==> config.mk <==
export PLATFORM = sky130hd
export DESIGN_NAME = kvi_blend_unit
export DESIGN_NICKNAME = d
export VERILOG_FILES = /design/src/rtl/core/kvi_pkg.sv /design/src/rtl/core/kvi_blend_unit.sv
export SDC_FILE = /design/constraint.sdc
export NUM_CORES = 2
export LEC_CHECK = 0
export BUFFER_PORTS_ARGS = -buffer_cell sky130_fd_sc_hd__buf_4
export CORE_UTILIZATION = 60
export DETAILED_ROUTE_END_ITERATION = 10
export PLACE_DENSITY = 0.87
export SLEW_MARGIN = 20
export SYNTH_ARGS = -nofsm -noshare
export SYNTH_HDL_FRONTEND = slang
export SYNTH_SLANG_ARGS = --single-unit
==> constraint.sdc <==
create_clock -name clock -period 8.34 [get_ports clock]
set_input_delay 1.668 -clock clock [delete_from_list [all_inputs] [get_ports clock]]
set_output_delay 1.668 -clock clock [all_outputs]
set_load 0.01 [all_outputs]
==> src/rtl/core/kvi_pkg.sv <==
package kvi_pkg;

   localparam int MAX_KEYS  = 64;
   localparam int KEY_IDX_W = $clog2(MAX_KEYS);
   localparam int KEY_CNT_W = 7;
   localparam int DATA_W    = 32;

   localparam logic OP_WRITE  = 1'b0;
   localparam logic OP_SAMPLE = 1'b1;

   localparam logic [1:0] COMP_X = 2'd0;
   localparam logic [1:0] COMP_Y = 2'd1;
   localparam logic [1:0] COMP_Z = 2'd2;

   typedef struct packed {
      logic [DATA_W-1:0] key_time;
      logic [DATA_W-1:0] x;
      logic [DATA_W-1:0] y;
      logic [DATA_W-1:0] z;
   } key_entry_type;

   typedef enum logic [2:0] {
      ST_IDLE,
      ST_SEARCH,
      ST_RD_A,
      ST_GOT_A,
      ST_DIV,
      ST_BLEND,
      ST_DRAIN,
      ST_DONE
   } state_type;

   typedef struct packed {
      logic              start;
      logic [DATA_W:0]   dt;
      logic [DATA_W:0]   span;
   } div_req_type;

   typedef struct packed {
      logic              done;
      logic [DATA_W-1:0] frac;
   } div_rsp_type;

   typedef struct packed {
      logic              valid;
      logic [1:0]        comp;
      logic [DATA_W-1:0] va;
      logic [DATA_W-1:0] vb;
      logic [DATA_W-1:0] frac;
   } blend_req_type;

   typedef struct packed {
      logic              valid;
      logic [1:0]        comp;
      logic [DATA_W-1:0] result;
   } blend_rsp_type;

endpackage

==> src/rtl/core/kvi_blend_unit.sv <==
module kvi_blend_unit (
   input  logic                   clock,
   input  logic                   reset,
   input  kvi_pkg::blend_req_type blend_req,
   output kvi_pkg::blend_rsp_type blend_rsp
);

   localparam int DW = kvi_pkg::DATA_W;
   localparam int PW = 2 * DW + 1;
   localparam int QW = PW - 16;
   localparam int SW = QW + 1;

   logic [3:0]          vld_ff;
   logic [1:0]          comp1_ff, comp2_ff, comp3_ff, comp4_ff;
   logic [DW-1:0]       va1_ff, va2_ff, va3_ff;
   logic [DW-1:0]       frac1_ff;
   logic signed [DW:0]  dv_ff, dv_in;
   logic signed [PW-1:0] prod_ff, prod_in;
   logic [PW-1:0]       prod_adj;
   logic [QW-1:0]       q_ff, q_in;
   logic [SW-1:0]       sum;
   logic [DW-1:0]       res_ff, res_in;

   always_comb begin
      dv_in   = $signed({blend_req.vb[DW-1], blend_req.vb})
              - $signed({blend_req.va[DW-1], blend_req.va});
      prod_in = dv_ff * $signed(frac1_ff);
      // truncate toward zero on the divide by 2^16
      prod_adj = prod_ff + {{(PW-16){1'b0}}, {16{prod_ff[PW-1]}}};
      q_in     = prod_adj[PW-1:16];
      sum      = {q_ff[QW-1], q_ff} + {{(SW-DW){va3_ff[DW-1]}}, va3_ff};
      if (sum[SW-1:DW-1] != {(SW-DW+1){sum[SW-1]}}) begin
         res_in = sum[SW-1] ? {1'b1, {(DW-1){1'b0}}} : {1'b0, {(DW-1){1'b1}}};
      end else begin
         res_in = sum[DW-1:0];
      end
   end

   always_ff @(posedge clock) begin
      if (reset) begin
         vld_ff <= '0;
      end else begin
         vld_ff <= {vld_ff[2:0], blend_req.valid};
      end
   end

   always_ff @(posedge clock) begin
      dv_ff    <= dv_in;
      va1_ff   <= blend_req.va;
      frac1_ff <= blend_req.frac;
      comp1_ff <= blend_req.comp;
      prod_ff  <= prod_in;
      va2_ff   <= va1_ff;
      comp2_ff <= comp1_ff;
      q_ff     <= q_in;
      va3_ff   <= va2_ff;
      comp3_ff <= comp2_ff;
      res_ff   <= res_in;
      comp4_ff <= comp3_ff;
   end

   assign blend_rsp.valid  = vld_ff[3];
   assign blend_rsp.comp   = comp4_ff;
   assign blend_rsp.result = res_ff;

endmodule

# Yosys cells after proc, flatten, opt, wreduce, memory -nomap -nowiden
# Index checks and enable logic that the tools add are counted.
totals:
  output_inout_bits: 35
  regBits: 319
  elab_cells: 20
  in_bits: 101
classes:
  mux: 2
  eq_ne: 1
  addsub: 3
  n_mul: 1
op_table:
  columns: ["cell", "n"]
  rows:
  - ["adder 65 x 16 -> 65 bit", 1]
  - ["multiplier 33 x 32 -> 65 bit", 1]
  - ["2-to-1 mux 32 bit", 2]
  - ["adder 49 x 32 -> 50 bit", 1]
  - ["subtractor 32 x 32 -> 33 bit", 1]
  - ["!= test 18 bit", 1]

# Depth between registers and ports, before layout
depth:
  depth_word: 3
  mapped_depth: 33
  ltp_nobuf: 31

# Worst setup path after synthesis
# No wires, ideal clock.
synth_timing:
  path_type: "flip-flop to flip-flop"
  startpoint: "register frac1_ff[3]"
  endpoint: "register prod_ff[63]"
  required_ns: 8.258
  path_slack_ns: 0.606
  path_stages_with_launch: 29
  setup_ns: 0.082
  period_less_slack_ns: 7.734
  n_path_buf: 2
  arrival_ns: 7.652
  cell_sequence: "dfxtp_1 clkbuf_1 nand2_1 fa_1 fa_1 inv_1 fa_1 fa_1 inv_1 fa_1 inv_1 fa_1 inv_1 fa_1 inv_1 fa_1 ha_1 clkbuf_1 nor2b_1 o21ai_0 nand2b_1 a21oi_1 nor2b_1 o21ai_0 nand2b_1 a21oi_1 o21ai_1 a2111o_1 o2111ai_1"
synth_between:
  elab_chain_len: 1
synth_rtl:
  columns: ["item", "line", "rtl"]
  rows:
  - ["from (decl)", "kvi_blend_unit.sv:16", "logic [DW-1:0] frac1_ff;"]
  - ["from (signal assigned)", "kvi_blend_unit.sv:50", "frac1_ff <= blend_req.frac;"]
  - ["multiplier 33 x 32 -> 65 bit", "kvi_blend_unit.sv:27", "prod_in = dv_ff * $signed(frac1_ff);"]
  - ["net prod_in[63]", "kvi_blend_unit.sv:18", "logic signed [PW-1:0] prod_ff, prod_in;"]
  - ["to (signal assigned)", "kvi_blend_unit.sv:52", "prod_ff <= prod_in;"]
  - ["to (decl)", "kvi_blend_unit.sv:18", null]
# The timed path passes the listed nets, and every way through them passes these cells.
# A chain may end at the register's enable or synchronous reset.

# Worst setup path in the final report
layout_timing:
  startpoint: "register dv_ff[24]"
  endpoint: "register prod_ff[58]"
layout_between:
  elab_chain_len: 1
layout_rtl:
  columns: ["item", "line", "rtl"]
  rows:
  - ["from (decl)", "kvi_blend_unit.sv:17", "logic signed [DW:0] dv_ff, dv_in;"]
  - ["from (signal assigned)", "kvi_blend_unit.sv:48", "dv_ff <= dv_in;"]
  - ["multiplier 33 x 32 -> 65 bit", "kvi_blend_unit.sv:27", null]
  - ["net prod_in[58]", "kvi_blend_unit.sv:18", null]
# The timed path passes the listed nets, and every way through them passes these cells.

==> summary.txt <==
=================================================================================================================
Number of warning messages in the yosys log                                                                     0
Width of the die                                                                                           290 um
Routed wire length                                                                                         132 mm
GRT Overall Usage                                                                                           32.4%
Beginning of the worst hold path                                                                        va1_ff[6]
Per-cell routed wire length                                                                               20.6 um
Dominant combinational cell family by area after synthesis                                            adder cells
Peak per-stage delay on the critical path                                                                 0.60 ns
Result of the run                                                                                    complete, no violations
Synthesized-area fraction occupied by ao, oa, aoi and oai cells                                             6.78%
Die height                                                                                                 290 um
Vias per inst                                                                                                5.70
Count of filler cells inserted in the layout                                                                 6075
Final worst path period need                                                                              8.25 ns
Mean area per synthesized cell                                                                          9.51 um^2
First-pass iteration count of the detailed router                                                               6
Proportion of synthesized flip-flops having asynchronous set or reset                                          0%
Final core utilization                                                                                      65.5%
Most common library cell in the layout ignoring fill and taps                                               inv_1
Maxcap violations                                                                                               0
Least-Margin Pin Slew                                                                                    0.976 ns
Register-to-Register Path Depth                                                                                28
Count of standard-cell rows                                                                                   105
Count of port buffers added during placement                                                                  135
Wire length of the first global-routing pass                                                               209 mm
# hold bufs at CTS                                                                                              0
Multiplexer area fraction after synthesis                                                                 0.0201%
TritonCTS clock tree                                                                                         done
Max Freq                                                                                                  121 MHz
Fin. Hold Viols                                                                                                 0
Final setup viols                                                                                               0
Ratio of cells with drive above 1 in the final layout                                                       8.32%
Post-route setup TNS                                                                                         0 ns
Post-Synthesis Cell Area                                                                               49700 um^2
Setup WS post-layout                                                                                    0.0892 ns
Total of flip-flops plus latches after synthesis                                                              319
Antenna-violating nets left                                                                                     0
Number of I/O pins                                                                                            136
Starting Density                                                                                            60.6%
Clock buffer depth                                                                                              3
Total overflow reported by the global router                                                                    0
Clock tree root buffer cell                                                                             clkbuf_16
Simple logic cell fraction of the synthesized area                                                          14.9%
Post-Synth XOR/XNOR Area                                                                                    3.23%
Routed via count                                                                                            36500
End of the worst hold path                                                                              va2_ff[6]
Launch point of the worst reg-to-reg path                                                               dv_ff[24]
Core region area                                                                                       82000 um^2
Synthesis-to-finish area growth                                                                             8.13%
Worst hold-check path type                                                                                reg2reg
Clk_lat worst skew                                                                                        0.62 ns
Crit Path Category                                                                                        reg2reg
Net count, final                                                                                             6809
Critical Path End Type                                                                                       flop
Maximum fanout encountered on the critical timing path                                                         24
Detailed-placement wirelength estimate                                                                     108 mm
Most used cell, CP                                                                                           fa_1
Required time worst endpoint                                                                              8.83 ns
Part of the cycle the worst path needs                                                                      98.9%
Slowest CP cell                                                                                              fa_1
Number of enable flip-flop cells after synthesis                                                                0
Worst slew margin relative to its limit                                                                     34.9%
Via count of the first global-routing pass                                                                  39600
Arithmetic-cell share of the synthesized area counting full adders, half adders and majority gates          52.0%
Highest-count cells in the layout ignoring fill and taps                                             inv_1, fa_1, nand2_1
TritonCTS buffer count                                                                                         37
Setup skew after layout                                                                                 0.0584 ns
CTS clock-pin slew for the worst setup and hold paths                                                     0.06 ns
Arrival time reported for the critical path endpoint                                                      8.74 ns
Synthesized netlist net count                                                                                6720
Pre-CTS setup slack                                                                                    -0.0251 ns
Last weighted congestion value of the routability-driven placer                                             0.991
Maximum level of the CTS H-tree                                                                                 2
Die Outline Area                                                                                       84000 um^2
Type of origin of the critical path                                                                          flop
Antenna violations before repair                                                                                1
DR iter-0 viols                                                                                              3544
Maximum number of pins on one net before global-route repair                                                   34
Number of distinct library cells after synthesis                                                               84
Number of max-slew violations in the final report                                                               0
Area of combinational cells with multiple inputs                                                       38300 um^2
Part of the Yosys area used for sequential elements                                                         12.9%
Predominant post-synthesis flop cell                                                                      dfxtp_1
FF-to-FF setup slack                                                                                      0.09 ns
Num Clock Sinks                                                                                               319
Detailed-route DRC error count                                                                                  0
Cells after synthesis                                                                                        5223
Register cell area after layout                                                                         6450 um^2
Count of cells along the worst hold path                                                                        0
Crit Reg-Reg Endpoint                                                                                 prod_ff[58]
=================================================================================================================
-- critical path, delay by kind of cell (launching register included) --
kind	cells	cell delay, ns
DFF	1	0.43
AOI/OAI and AO/OA	10	2.08
and+or+nand+nor	2	0.21
buffers and inverters	6	0.76
adders and majority gates	9	4.53
xor gates and xnor gates	1	0.14
-- cells by family (layout without fill, tap and decap cells) --
family / count (synthesis) / count (layout)
other cells: 0 / 1
mux: 1 / 1
simple gates: 1478 / 1478
fa+ha+maj: 1396 / 1396
flops: 319 / 319
compound gates: 501 / 501
buf+inv: 1345 / 1459
xor+xnor: 183 / 183
-- cell type report --
type | instances | area share [%]
multi-input combinational | 3559 | 71.2
timing repair inverter | 1 | 0.0140
timing repair buffer | 273 | 4.06
tap | 1070 | 2.49
clock inverter | 23 | 0.617
inverter | 1121 | 7.84
clock buffer | 41 | 1.75
antenna | 1 | 0.00466
sequential | 319 | 12.0
-- repair_timing --
item	in CTS	in global routing
cloned	0	1
buffers inserted	0	6
gates resized for setup	4	65
endpoints found under the setup margin	4	10
hold endpoints to repair	0	0
pin swaps	0	5
-- routing by layer --
layer  wire (um)  part of all wire, %  GRT usage [%]  up-vias
li1            -                    -              -    15800
met1       49600                   38           41.3    18300
met2       60700                   46           51.0     2149
met3       16400                   12           11.5      364
met4        5150                  3.9           12.3        2
met5          16                0.012              0        -
-- per-stage QoR --
stage	cell area, um^2	instances	hold WS [ns]
after floorplan	49700	5223	0.310
after global placement	52300	6336	0.310
after global routing	53700	6407	0.331
after CTS	53500	6400	0.325
final	53700	6408	0.326
after detailed placement	52300	6336	0.312
-- how the worst max path moves through the flow --
stage	cells past startpoint	from	slack (ns)	endpoint
5_1_grt	28	dv_ff[24]	-0.05	prod_ff[58]
6_report	28	dv_ff[24]	0.09	prod_ff[58]
2_1_floorplan	28	frac1_ff[3]	0.61	prod_ff[63]
3_3_place_gp	25	frac1_ff[5]	0.23	prod_ff[63]
4_1_cts	29	frac1_ff[12]	0.005	prod_ff[58]
3_5_place_dp	26	frac1_ff[5]	-0.03	prod_ff[58]
-- flip-flops by register name, indices dropped and copies added, names as in the netlist --
name,flops
dv_ff,33
va2_ff,32
comp4_ff,2
comp2_ff,2
comp3_ff,2
va3_ff,32
comp1_ff,2
q_ff,49
vld_ff,4
res_ff,32
prod_ff,65
frac1_ff,32
va1_ff,32
-- synthesized netlist by cell type, types with 13 or more instances --
library cell	n	area, um^2
a211oi_1	13	97.6
a21o_1	79	593
a21oi_1	143	716
a31oi_1	13	81.3
and2_1	517	3230
and3_1	30	188
and4_1	14	123
clkbuf_1	212	796
dfxtp_1	319	6390
fa_1	1114	22300
ha_1	282	3530
inv_1	1120	4200
nand2_1	627	2350
nand2b_1	33	206
nand3_1	54	270
nand4_1	25	156
nor2_1	100	375
nor2b_1	28	175
nor3_1	21	105
o21a_1	21	158
o21ai_0	79	395
o21ai_1	16	80.1
o21ai_2	20	175
o21bai_1	16	120
xnor2_1	127	1110
xor2_1	56	490
Power is not shown: default switching activity piles up to over one toggle a cycle in this logic, so the estimate is an artifact.
