`src/rtl/core/kvi_pkg.sv`:
```
package kvi_pkg;

   localparam int MAX_KEYS  = 64;
   localparam int KEY_IDX_W = $clog2(MAX_KEYS);
   localparam int KEY_CNT_W = 7;
   localparam int DATA_W    = 32;

   localparam logic OP_WRITE  = 1'b0;
   localparam logic OP_SAMPLE = 1'b1;

   localparam logic [1:0] COMP_X = 2'd0;
   localparam logic [1:0] COMP_Y = 2'd1;
   localparam logic [1:0] COMP_Z = 2'd2;

   typedef struct packed {
      logic [DATA_W-1:0] key_time;
      logic [DATA_W-1:0] x;
      logic [DATA_W-1:0] y;
      logic [DATA_W-1:0] z;
   } key_entry_type;

   typedef enum logic [2:0] {
      ST_IDLE,
      ST_SEARCH,
      ST_RD_A,
      ST_GOT_A,
      ST_DIV,
      ST_BLEND,
      ST_DRAIN,
      ST_DONE
   } state_type;

   typedef struct packed {
      logic              start;
      logic [DATA_W:0]   dt;
      logic [DATA_W:0]   span;
   } div_req_type;

   typedef struct packed {
      logic              done;
      logic [DATA_W-1:0] frac;
   } div_rsp_type;

   typedef struct packed {
      logic              valid;
      logic [1:0]        comp;
      logic [DATA_W-1:0] va;
      logic [DATA_W-1:0] vb;
      logic [DATA_W-1:0] frac;
   } blend_req_type;

   typedef struct packed {
      logic              valid;
      logic [1:0]        comp;
      logic [DATA_W-1:0] result;
   } blend_rsp_type;

endpackage

```
`src/rtl/core/kvi_div_unit.sv`:
```
module kvi_div_unit (
   input  logic                 clock,
   input  logic                 reset,
   input  kvi_pkg::div_req_type div_req,
   output kvi_pkg::div_rsp_type div_rsp
);

   localparam int QW = kvi_pkg::DATA_W + 16;
   localparam int DW = kvi_pkg::DATA_W;

   // dividend magnitude is |dt| * 2^16, quotient shifts in at the bottom
   logic [QW-1:0]          dvd_ff, dvd_in;
   logic [DW-1:0]          rem_ff, rem_in;
   logic [DW-1:0]          dsr_ff, dsr_in;
   logic                   neg_ff, neg_in;
   logic                   busy_ff, busy_in;
   logic                   done_ff, done_in;
   logic [$clog2(QW)-1:0]  cnt_ff, cnt_in;

   logic [DW:0]            trial;
   logic [DW:0]            trial_sub;
   logic [DW-1:0]          mag_dt;
   logic [DW-1:0]          mag_span;
   logic [DW-1:0]          frac;

   always_comb begin
      mag_dt   = div_req.dt[DW] ? DW'(-div_req.dt) : div_req.dt[DW-1:0];
      mag_span = div_req.span[DW] ? DW'(-div_req.span) : div_req.span[DW-1:0];
      trial     = {rem_ff, dvd_ff[QW-1]};
      trial_sub = trial - {1'b0, dsr_ff};

      dvd_in  = dvd_ff;
      rem_in  = rem_ff;
      dsr_in  = dsr_ff;
      neg_in  = neg_ff;
      busy_in = busy_ff;
      cnt_in  = cnt_ff;
      done_in = 1'b0;

      if (div_req.start) begin
         dvd_in  = {mag_dt, 16'd0};
         rem_in  = '0;
         dsr_in  = mag_span;
         neg_in  = div_req.dt[DW] ^ div_req.span[DW];
         busy_in = 1'b1;
         cnt_in  = '0;
      end else if (busy_ff) begin
         if (!trial_sub[DW]) begin
            rem_in = trial_sub[DW-1:0];
            dvd_in = {dvd_ff[QW-2:0], 1'b1};
         end else begin
            rem_in = trial[DW-1:0];
            dvd_in = {dvd_ff[QW-2:0], 1'b0};
         end
         cnt_in = cnt_ff + 1'b1;
         if (cnt_ff == ($clog2(QW))'(QW - 1)) begin
            busy_in = 1'b0;
            done_in = 1'b1;
         end
      end
   end

   always_ff @(posedge clock) begin
      if (reset) begin
         busy_ff <= 1'b0;
         done_ff <= 1'b0;
         cnt_ff  <= '0;
      end else begin
         busy_ff <= busy_in;
         done_ff <= done_in;
         cnt_ff  <= cnt_in;
      end
   end

   always_ff @(posedge clock) begin
      dvd_ff <= dvd_in;
      rem_ff <= rem_in;
      dsr_ff <= dsr_in;
      neg_ff <= neg_in;
   end

   // sign and saturate the quotient to signed 32 bits
   always_comb begin
      if (!neg_ff) begin
         if (dvd_ff[QW-1:DW-1] != '0) begin
            frac = {1'b0, {(DW-1){1'b1}}};
         end else begin
            frac = dvd_ff[DW-1:0];
         end
      end else begin
         if (dvd_ff[QW-1:DW] != '0 || (dvd_ff[DW-1] && dvd_ff[DW-2:0] != '0)) begin
            frac = {1'b1, {(DW-1){1'b0}}};
         end else begin
            frac = DW'(0) - dvd_ff[DW-1:0];
         end
      end
   end

   assign div_rsp.done = done_ff;
   assign div_rsp.frac = frac;

endmodule

```
`config.mk`:
```
export PLATFORM = sky130hd
export DESIGN_NAME = kvi_div_unit
export DESIGN_NICKNAME = d
export VERILOG_FILES = /design/src/rtl/core/kvi_pkg.sv /design/src/rtl/core/kvi_div_unit.sv
export SDC_FILE = /design/constraint.sdc
export NUM_CORES = 1
export LEC_CHECK = 0
export CORE_ASPECT_RATIO = 0.9
export CORE_MARGIN = 10
export CORE_UTILIZATION = 50
export CTS_BUF_LIST = sky130_fd_sc_hd__clkbuf_4 sky130_fd_sc_hd__clkbuf_8
export CTS_CLUSTER_DIAMETER = 40
export DETAILED_ROUTE_END_ITERATION = 10
export DONT_BUFFER_PORTS = 1
export HOLD_SLACK_MARGIN = 0.1
export PLACE_DENSITY = 0.68
export SLEW_MARGIN = 20
export SYNTH_ARGS = -nofsm -noshare
export SYNTH_HDL_FRONTEND = slang
export SYNTH_SLANG_ARGS = --single-unit
```
`constraint.sdc`:
```
create_clock -name clock -period 10.05 [get_ports clock]
set_input_delay 2.01 -clock clock [delete_from_list [all_inputs] [get_ports clock]]
set_output_delay 2.01 -clock clock [all_outputs]
set_load 0.05 [all_outputs]
```
# Word-level counts from Yosys, hierarchy flattened
# Cells that the tools add are included.
[classes] add_sub_neg=5 n_eq_ne=1 muxes=13 bitwise=2 n_reduce_logical=8
[ops] cell="2-to-1 mux 32 bit" count=6
[ops] cell="2-to-1 mux 48 bit" count=2
[ops] cell="negator 32 bit" count=2
[ops] cell="subtractor 33 x 32 -> 33 bit" count=1
[ops] cell="subtractor 1 x 32 -> 32 bit, first input constant" count=1
[ops] cell="nonzero test 31 bit" count=1
[ops] cell="nonzero test 17 bit" count=1
[ops] cell="nonzero test 16 bit" count=1
[ops] cell="adder 6 x 1 -> 6 bit, second input constant" count=1
[ops] cell="equality test 6 bit, second input constant" count=1
[ops] cell="2-to-1 mux 1 bit" count=5
[ops] cell="OR reduction 3 bit" count=1
[ops] cell="nonzero test 2 bit" count=1
[ops] cell="OR reduction 2 bit" count=1
[ops] cell="logical AND 1 bit" count=1
[ops] cell="logical OR 1 bit" count=1
[ops] cell="NOT 1 bit" count=1
[ops] cell="XOR 1 bit" count=1
[word_totals] regBits=121 elab_cells=37

# Logic depth before layout (Yosys ltp)
# Gate-level depths: netlist of the first run.
[logic_depth] ltp_word=5 ltp_mapped=12

# Least setup slack after synthesis of the first run
# Ideal clock, no wire load.
[synth_timing] kind="register to output" startpoint="register dvd_ff[0]" endpoint="output port div_rsp[11] (netlist bit)" arrival_time_ns=4.348 required_ns=8.040 path_slack_ns=3.692 stages_incl_launch_ff=11 n_path_buf=2 cell_sequence="dfxtp_1 inv_1 ha_1 or4b_2 nand3b_1 nor4_4 a31oi_2 or2_0 clkbuf_1 buf_2 o311ai_0"
[synth_rtl] item="from (decl)" line_no="kvi_div_unit.sv:12" rtl="logic [QW-1:0] dvd_ff, dvd_in;"
[synth_rtl] item="from (signal assigned)" line_no="kvi_div_unit.sv:76" rtl="dvd_ff <= dvd_in;"
[synth_rtl] item="to (decl)" line_no="kvi_div_unit.sv:5" rtl="output kvi_pkg::div_rsp_type div_rsp"

==> results.yml, run 1 <==
pwr:
  power_density_nw_per_um2: 151
  power_mw: 1.45
  irDropWorstVdd_mv: 0.0814
  p_leak_nw: 3.55
cells_and_area:
  post_route_cells_drive_above_1_share_pct: 8.82
  synthToLayoutAreaGrowth_pct: 7.64
  finish.utilization_pct: 54.7
  finalInstanceArea_sq_um: 9610
  final_nets: 1136
  final_common_cell: "nand2_1"
  final_cell_mix: "133 x nand2_1, 94 x o21ai_0, 84 x nor2_1"
  antenna-diode-count: 0
setup_path:
  r2r-end: "rem_ff[0]"
  r2r_cells: 12
  reg2reg_from: "dvd_ff[47]"
  r2r_setup_slack_ns: 6.30
  worstSetupPathType: "flip-flop to output port"
  crit_arrival_ns: 4.03
  critPathMaxFanout: 23
  crit_path_start_kind: "flip-flop"
  critical_path_required_ns: 8.04
  crit_path_end_kind: "output port"
timing:
  rsz0062_at_grt: "no"
  hold_violations: 0
  skew_ns: 0.0127
  fmax_ghz: 0.166
  slew_headroom_pct: 27.6
  tns_ns: 0
  period_share_pct: 60.1
  setup_violations: 0
  fin_crit_ns: 6.04
  finalMaxSlewViolations: 0
  tightestPinTransition_ns: 1.08
  whs_ns: 0.488
grt:
  grt_pass1_vias: 7027
  grt_overflow_total: 0
  grtUsageTotal_pct: 18.0
  grt_pass1_wl_mm: 36.0
  grt_max_degree: 90
  antenna_found_initial: 0
clock_tree:
  cts_tree: "built"
  cts_buffers: 17
  post-cts-setup-buffers: 0
  clockBufferDepth: 2
  ctsResizeCount: 0
  cts_sinks: 121
  root_buffer: "clkbuf_8"
  clk_pin_slew_ns: 0.07
  clk_latency_ns: 0.45
  hold_buffers: 0
  cts_max_level: 4
synthesis:
  synth.avg_cell_area_sq_um: 8.36
  ys_top_cells_by_area: "edfxtp_1 22%, dfxtp_1 13%, nand2_1 5.6%, o21ai_0 5.4%, xnor2_1 5.3%"
  synth_edf_count: 65
  synth-seq-cells: 121
  ys_async_sr_fraction_pct: 0
  ys_seq_area_share_pct: 34.4
  yosys_most_used_dff: "edfxtp_1"
  yosysWarnings: 0
  synthCells: 1068
  yosysUniqueCellTypes: 69
  synth_top_cell_area_share_pct: 21.9
  syn_nets: 1174
  synth_top_area_cell: "edfxtp_1"
  synth_area_sq_um: 8930
floorplanning:
  initial_core_util_pct: 50.8
  ios: 102
  placementRows: 46
  die-area_sq_um: 23600
  chipHeight_um: 147
  core_area_sq_um: 17600
  die_w_um: 161
placed_design:
  placed_cell_area_sq_um: 9220
  dp_hpwl_mm: 15.8
  globalplace.congestion: 0.918
  port_buffers: 0
detailed_routing:
  antenna_left: 0
  drt_pass1_iterations: 5
  drt-wirelength-per-cell_um: 16.8
  vias_per_cell: 5.98
  drc_errors: 0
  via_count: 7670
  wl_mm: 21.6
  dr.first_iter.drc_count: 704
hold_path:
  hp-start: "cnt_ff[5]"
  hold_depth: 2
  worstHoldEndpoint: "cnt_ff[5]"
  min_path_type: "flip-flop to flip-flop"
run:
  drv_cap: 0
run_status:
  status: "completed"
registers in the layout, indices dropped and copies added (netlist names):
signal,flops
busy_ff,1
cnt_ff,6
done_ff,1
dsr_ff,32
dvd_ff,48
neg_ff,1
rem_ff,32
cells by family after synthesis:
| group | share of synthesized area, % |
|---|---|
| AO/OA/AOI/OAI | 20.8 |
| flip-flops | 34.4 |
| AND/OR/NAND/NOR | 21.1 |
| multiplexers | 3.94 |
| buffers and inverters | 5.27 |
| adder cells (fa/ha/maj) | 5.27 |
| XOR/XNOR | 9.22 |
synth_stat cells, drive strengths merged (6+ instances only):
cell type    n
nand4       17
nand3       18
a21oi       38
dfxtp       56
a21o         7
o41ai       12
a22o         6
a311oi      12
buf          9
nor2b       11
or4         16
nand2      133
or3         21
o31ai       20
ha          36
nor4        12
nor3        30
edfxtp      65
xor2        40
clkbuf      55
and3         6
or2          9
o21a        11
a211oi      15
inv         59
xnor2       54
o311ai      25
mux2i       34
o21ai       96
nor2        84
where the power goes:
group	internal, mW	switching [mW]
sequential	0.569	0.0369
combinational	0.148	0.257
clock	0.231	0.204
total	0.948	0.498
worst max-delay path by stage:
stage / end / depth (start not counted) / from
after floorplan: div_rsp[11] / 10 / dvd_ff[0]
after global placement: div_rsp[11] / 9 / dvd_ff[0]
after detailed placement: div_rsp[11] / 9 / dvd_ff[0]
after CTS: div_rsp[11] / 9 / dvd_ff[0]
after global routing: div_rsp[25] / 9 / dvd_ff[0]
final: div_rsp[11] / 9 / dvd_ff[0]
worst max-delay path: stages, from the launching register on:
cell and delay, ns:
dfxtp_1 0.34, inv_1 0.09, ha_1 0.25, or4b_2 0.66, nand3b_1 0.31, nor4_4 0.31, a31oi_2 0.14, or2_1 0.29
buf_4 0.27, o311ai_2 0.91
per-layer routing:
| layer | GRT usage, % | vias to the layer above | part of all wire [%] |
|---|---|---|---|
| met1 | 26.1 | 3600 | 49 |
| li1 | - | 3845 | - |
| met3 | 4.41 | 15 | 6.5 |
| met5 | 0 | - | 0 |
| met2 | 26.1 | 210 | 44 |
| met4 | 4.18 | 0 | 0.76 |
layout make-up:
class                           count  area [sq um]
Fill cell                        1658          7950
Clock buffer                       19           262
Sequential cell                   121          3070
Multi-Input combinational cell    824          5570
Tap cell                          240           300
Clock inverter                     13           125
Timing Repair Buffer                7          52.6
Inverter                           59           221
stage by stage:
step                cells  worst slack [ns]
floorplan            1068              3.69
CTS                  1283              3.99
global placement     1251              4.57
detailed placement   1251              4.50
finish               1283              4.01
global route         1283              3.75
Note: power is estimated with default switching activity, not from simulation.
==> inputs of run 2 (changes only) <==
--- a/config.mk
+++ b/config.mk
@@ -5,6 +5,7 @@
 export SDC_FILE = /design/constraint.sdc
 export NUM_CORES = 1
 export LEC_CHECK = 0
+export ABC_AREA = 1
 export CORE_ASPECT_RATIO = 0.9
 export CORE_MARGIN = 10
 export CORE_UTILIZATION = 50
@@ -13,7 +14,7 @@
 export DETAILED_ROUTE_END_ITERATION = 10
 export DONT_BUFFER_PORTS = 1
 export HOLD_SLACK_MARGIN = 0.1
-export PLACE_DENSITY = 0.68
+export PLACE_DENSITY = 0.71
 export SLEW_MARGIN = 20
 export SYNTH_ARGS = -nofsm -noshare
 export SYNTH_HDL_FRONTEND = slang
==> constraint.sdc (replaced) <==
create_clock -name clock -period 5.55 [get_ports clock]
set_input_delay 1.11 -clock clock [delete_from_list [all_inputs] [get_ports clock]]
set_output_delay 1.11 -clock clock [all_outputs]
set_load 0.05 [all_outputs]
==> run 2 against run 1 <==
Cell count grew 47%. Synthesized area up 16%. Clock power grew 100%. Largest cell class unchanged.
==> results.yml, run 2 <==
pwr:
  switching_share_pct: 33.7
  sequentialPowerShare_pct: 43.1
  internal_power_mw: 1.60
  p_sw_mw: 0.811
  p_leak_nw: 5.56
  power_density_nw_per_um2: 220
  power.share.clock_pct: 36.7
  irDropWorstVdd_mv: 0.171
  combPwrFrac_pct: 20.2
grt:
  grt_pass1_wl_mm: 45.8
  grt_use_met2_pct: 31.3
  grt_max_degree: 60
  met3_usage_pct: 4.70
  antenna_found_initial: 0
  grt_overflow_total: 0
  grt_pass1_vias: 9012
  gr-usage-met1_pct: 30.2
  grt.busiest_layer: "met2"
  grtUsageTotal_pct: 21.1
synthesis:
  synth_mux_area_share_pct: 0
  synth_top_cell_area_share_pct: 18.8
  ys_async_sr_fraction_pct: 0
  synthAdderAreaFrac_pct: 4.53
  yosysUniqueCellTypes: 47
  synth_compound_area_share_pct: 11.2
  synth_edf_count: 65
  ys_top_cells_by_count: "501 x nand2_1, 279 x inv_1, 133 x nor2_1"
  ys_top_cells_by_area: "edfxtp_1 19%, nand2_1 18%, dfxtp_1 11%, inv_1 10%, nand3_1 6.3%"
  synthSimpleGateAreaFrac_pct: 36.6
  synth_area_sq_um: 10400
  synth_xor_area_share_pct: 5.57
  synth_top_family_by_area: "simple AND/OR/NAND/NOR gates"
  synth-seq-cells: 121
  synth.avg_cell_area_sq_um: 6.36
  synthCells: 1633
  synth_top_area_cell: "edfxtp_1"
  synth.most_common_cell: "nand2_1"
  yosysWarnings: 0
  ys_seq_area_share_pct: 29.6
  yosys_most_used_dff: "edfxtp_1"
  syn_nets: 1739
clock_tree:
  ctsResizeCount: 0
  cts_tree: "built"
  clk_latency_ns: 0.45
  clk_pin_slew_ns: 0.08
  clockBufferDepth: 2
  post-cts-setup-buffers: 0
  cts_buffers: 17
  root_buffer: "clkbuf_8"
  cts_max_level: 4
  cts_sinks: 121
  hold_buffers: 0
setup_path:
  cpMaxStageDelayCell: "o21ai_1"
  r2r_cells: 17
  max_stage_delay_ns: 0.88
  cp-startpoint: "dvd_ff[0]"
  crit_arrival_ns: 3.15
  cp-endpoint: "div_rsp[26]"
  critPathMaxFanout: 27
  crit_path_end_kind: "output port"
  crit_path_start_kind: "flip-flop"
  reg2reg_from: "dvd_ff[47]"
  r2r_setup_slack_ns: 2.36
  worstSetupPathType: "flip-flop to output port"
  r2r-end: "rem_ff[22]"
  crit_path_cell_trace: "inv_1 -> ha_1 -> nand3_4 -> nor2_4 -> nand2_2 -> nor2_4 -> nand2_2 -> o21ai_2 -> nand2_2 -> nor2_4 -> inv_2 -> o21ai_1"
  critical_path_required_ns: 4.44
detailed_routing:
  vias_per_cell: 5.35
  via_count: 10100
  dr.first_iter.drc_count: 841
  antenna_left: 0
  drt_pass1_iterations: 8
  wl_mm: 28.9
  drc_errors: 0
  drt-wirelength-per-cell_um: 15.3
placed_design:
  dp_hpwl_mm: 22.4
  place_ws_ns: 1.78
  port_buffers: 0
  globalplace.congestion: 0.934
floorplanning:
  ios: 102
  initial_core_util_pct: 51.5
  chipHeight_um: 157
  core_area_sq_um: 20200
  die-area_sq_um: 26900
  die_w_um: 172
  placementRows: 49
timing:
  finalMaxSlewViolations: 0
  slew_headroom_pct: 28.4
  fmax_ghz: 0.235
  hold_violations: 0
  skew_ns: 0.0159
  setup_ws_ns: 1.29
  tns_ns: 0
  period_share_pct: 76.7
  rsz0062_at_grt: "no"
  tightestPinTransition_ns: 1.07
  fin_crit_ns: 4.26
  setup_violations: 0
cells_and_area:
  largest_registers: "dvd_ff x48, dsr_ff x32, rem_ff x32"
  final_common_cell: "nand2_1"
  post_route_cells_drive_above_1_share_pct: 6.20
  n_fill_cell: 2078
  top_register: "dvd_ff"
  antenna-diode-count: 0
  largest_reg_flops: 48
  final_nets: 1722
  synthToLayoutAreaGrowth_pct: 5.57
  final_cell_mix: "501 x nand2_1, 279 x inv_1, 131 x nor2_1, 131 x nand3_1, 80 x o21ai_0"
run:
  drv_cap: 0
hold_path:
  min_path_type: "flip-flop to flip-flop"
run_status:
  status: "completed"
-- run 2: cell count changes after synthesis, moves of 15 or more --
cell / delta
nand2_1: +368
inv_1: +220
nand3_1: +113
nor2_1: +49
xnor2_1: -42
mux2i_1: -34
clkbuf_1: -31
o311ai_0: -25
o21ai_2: +18
or3_1: -18
o22ai_1: +17
o31ai_1: -16
a211oi_1: -15
-- run 2: cell families after synthesis --
group | count (synthesis)
adders and majority gates | 37
buffers and inverters | 331
AOI/OAI and AO/OA | 204
and+or+nand+nor | 874
DFF | 121
xor gates and xnor gates | 66
-- run 2: worst min path at each step --
stage / startpoint / to / slack (ns) / cells after the start
4_1_cts: cnt_ff[5] / cnt_ff[5] / 0.47 / 2
5_1_grt: rem_ff[10] / rem_ff[10] / 0.50 / 2
3_3_place_gp: cnt_ff[5] / cnt_ff[5] / 0.45 / 2
3_5_place_dp: cnt_ff[5] / cnt_ff[5] / 0.46 / 2
2_1_floorplan: cnt_ff[5] / cnt_ff[5] / 0.44 / 2
6_report: cnt_ff[5] / cnt_ff[5] / 0.47 / 2
-- run 2: power groups by stage --
stage | Combinational, mW | Clock [mW] | Sequential [mW]
2_1_floorplan | 0.391 | 0 | 1.05
3_3_place_gp | 0.476 | 0 | 1.06
3_5_place_dp | 0.478 | 0 | 1.06
4_1_cts | 0.481 | 0.903 | 1.04
5_1_grt | 0.536 | 0.938 | 1.04
6_report | 0.486 | 0.885 | 1.04
-- run 2: layout make-up --
| class | instances | area [sq um] | share of cell area (%) |
|---|---|---|---|
| clock inverters | 14 | 188 | 1.71 |
| multi-input cells | 1181 | 6020 | 54.9 |
| flip-flops and latches | 121 | 3070 | 28.0 |
| clock buffers | 18 | 241 | 2.20 |
| repair buffers | 3 | 22.5 | 0.206 |
| well taps | 255 | 319 | 2.91 |
| inverters | 292 | 1100 | 10.0 |
-- run 2: layer usage --
layer | up-vias | routed length [um]
met4 | 0 | 339
met5 | - | 0
met2 | 316 | 12200
li1 | 5147 | -
met1 | 4589 | 14200
met3 | 29 | 2160
-- run 2: per-stage QoR --
| stage | cell area, sq um | std cells | power (mW) | util (%) | hold slack (ns) |
|---|---|---|---|---|---|
| after floorplan | 10400 | 1633 | 1.44 | - | 0.439 |
| after global placement | 10500 | 1852 | 1.53 | 52.2 | 0.449 |
| after detailed placement | 10500 | 1852 | 1.54 | 52.2 | 0.458 |
| after CTS | 11000 | 1884 | 2.42 | 54.3 | 0.470 |
| after global routing | 11000 | 1884 | 2.52 | 54.3 | 0.501 |
| final | 11000 | 1884 | 2.41 | 54.3 | 0.467 |
-- run 2: worst max-delay path: cells and delay by family (launching register included) --
family	cells	cell delay, ns
and+or+nand+nor	7	0.74
DFF	1	0.30
adders and majority gates	1	0.25
buffers and inverters	2	0.38
AOI/OAI and AO/OA	2	1.01
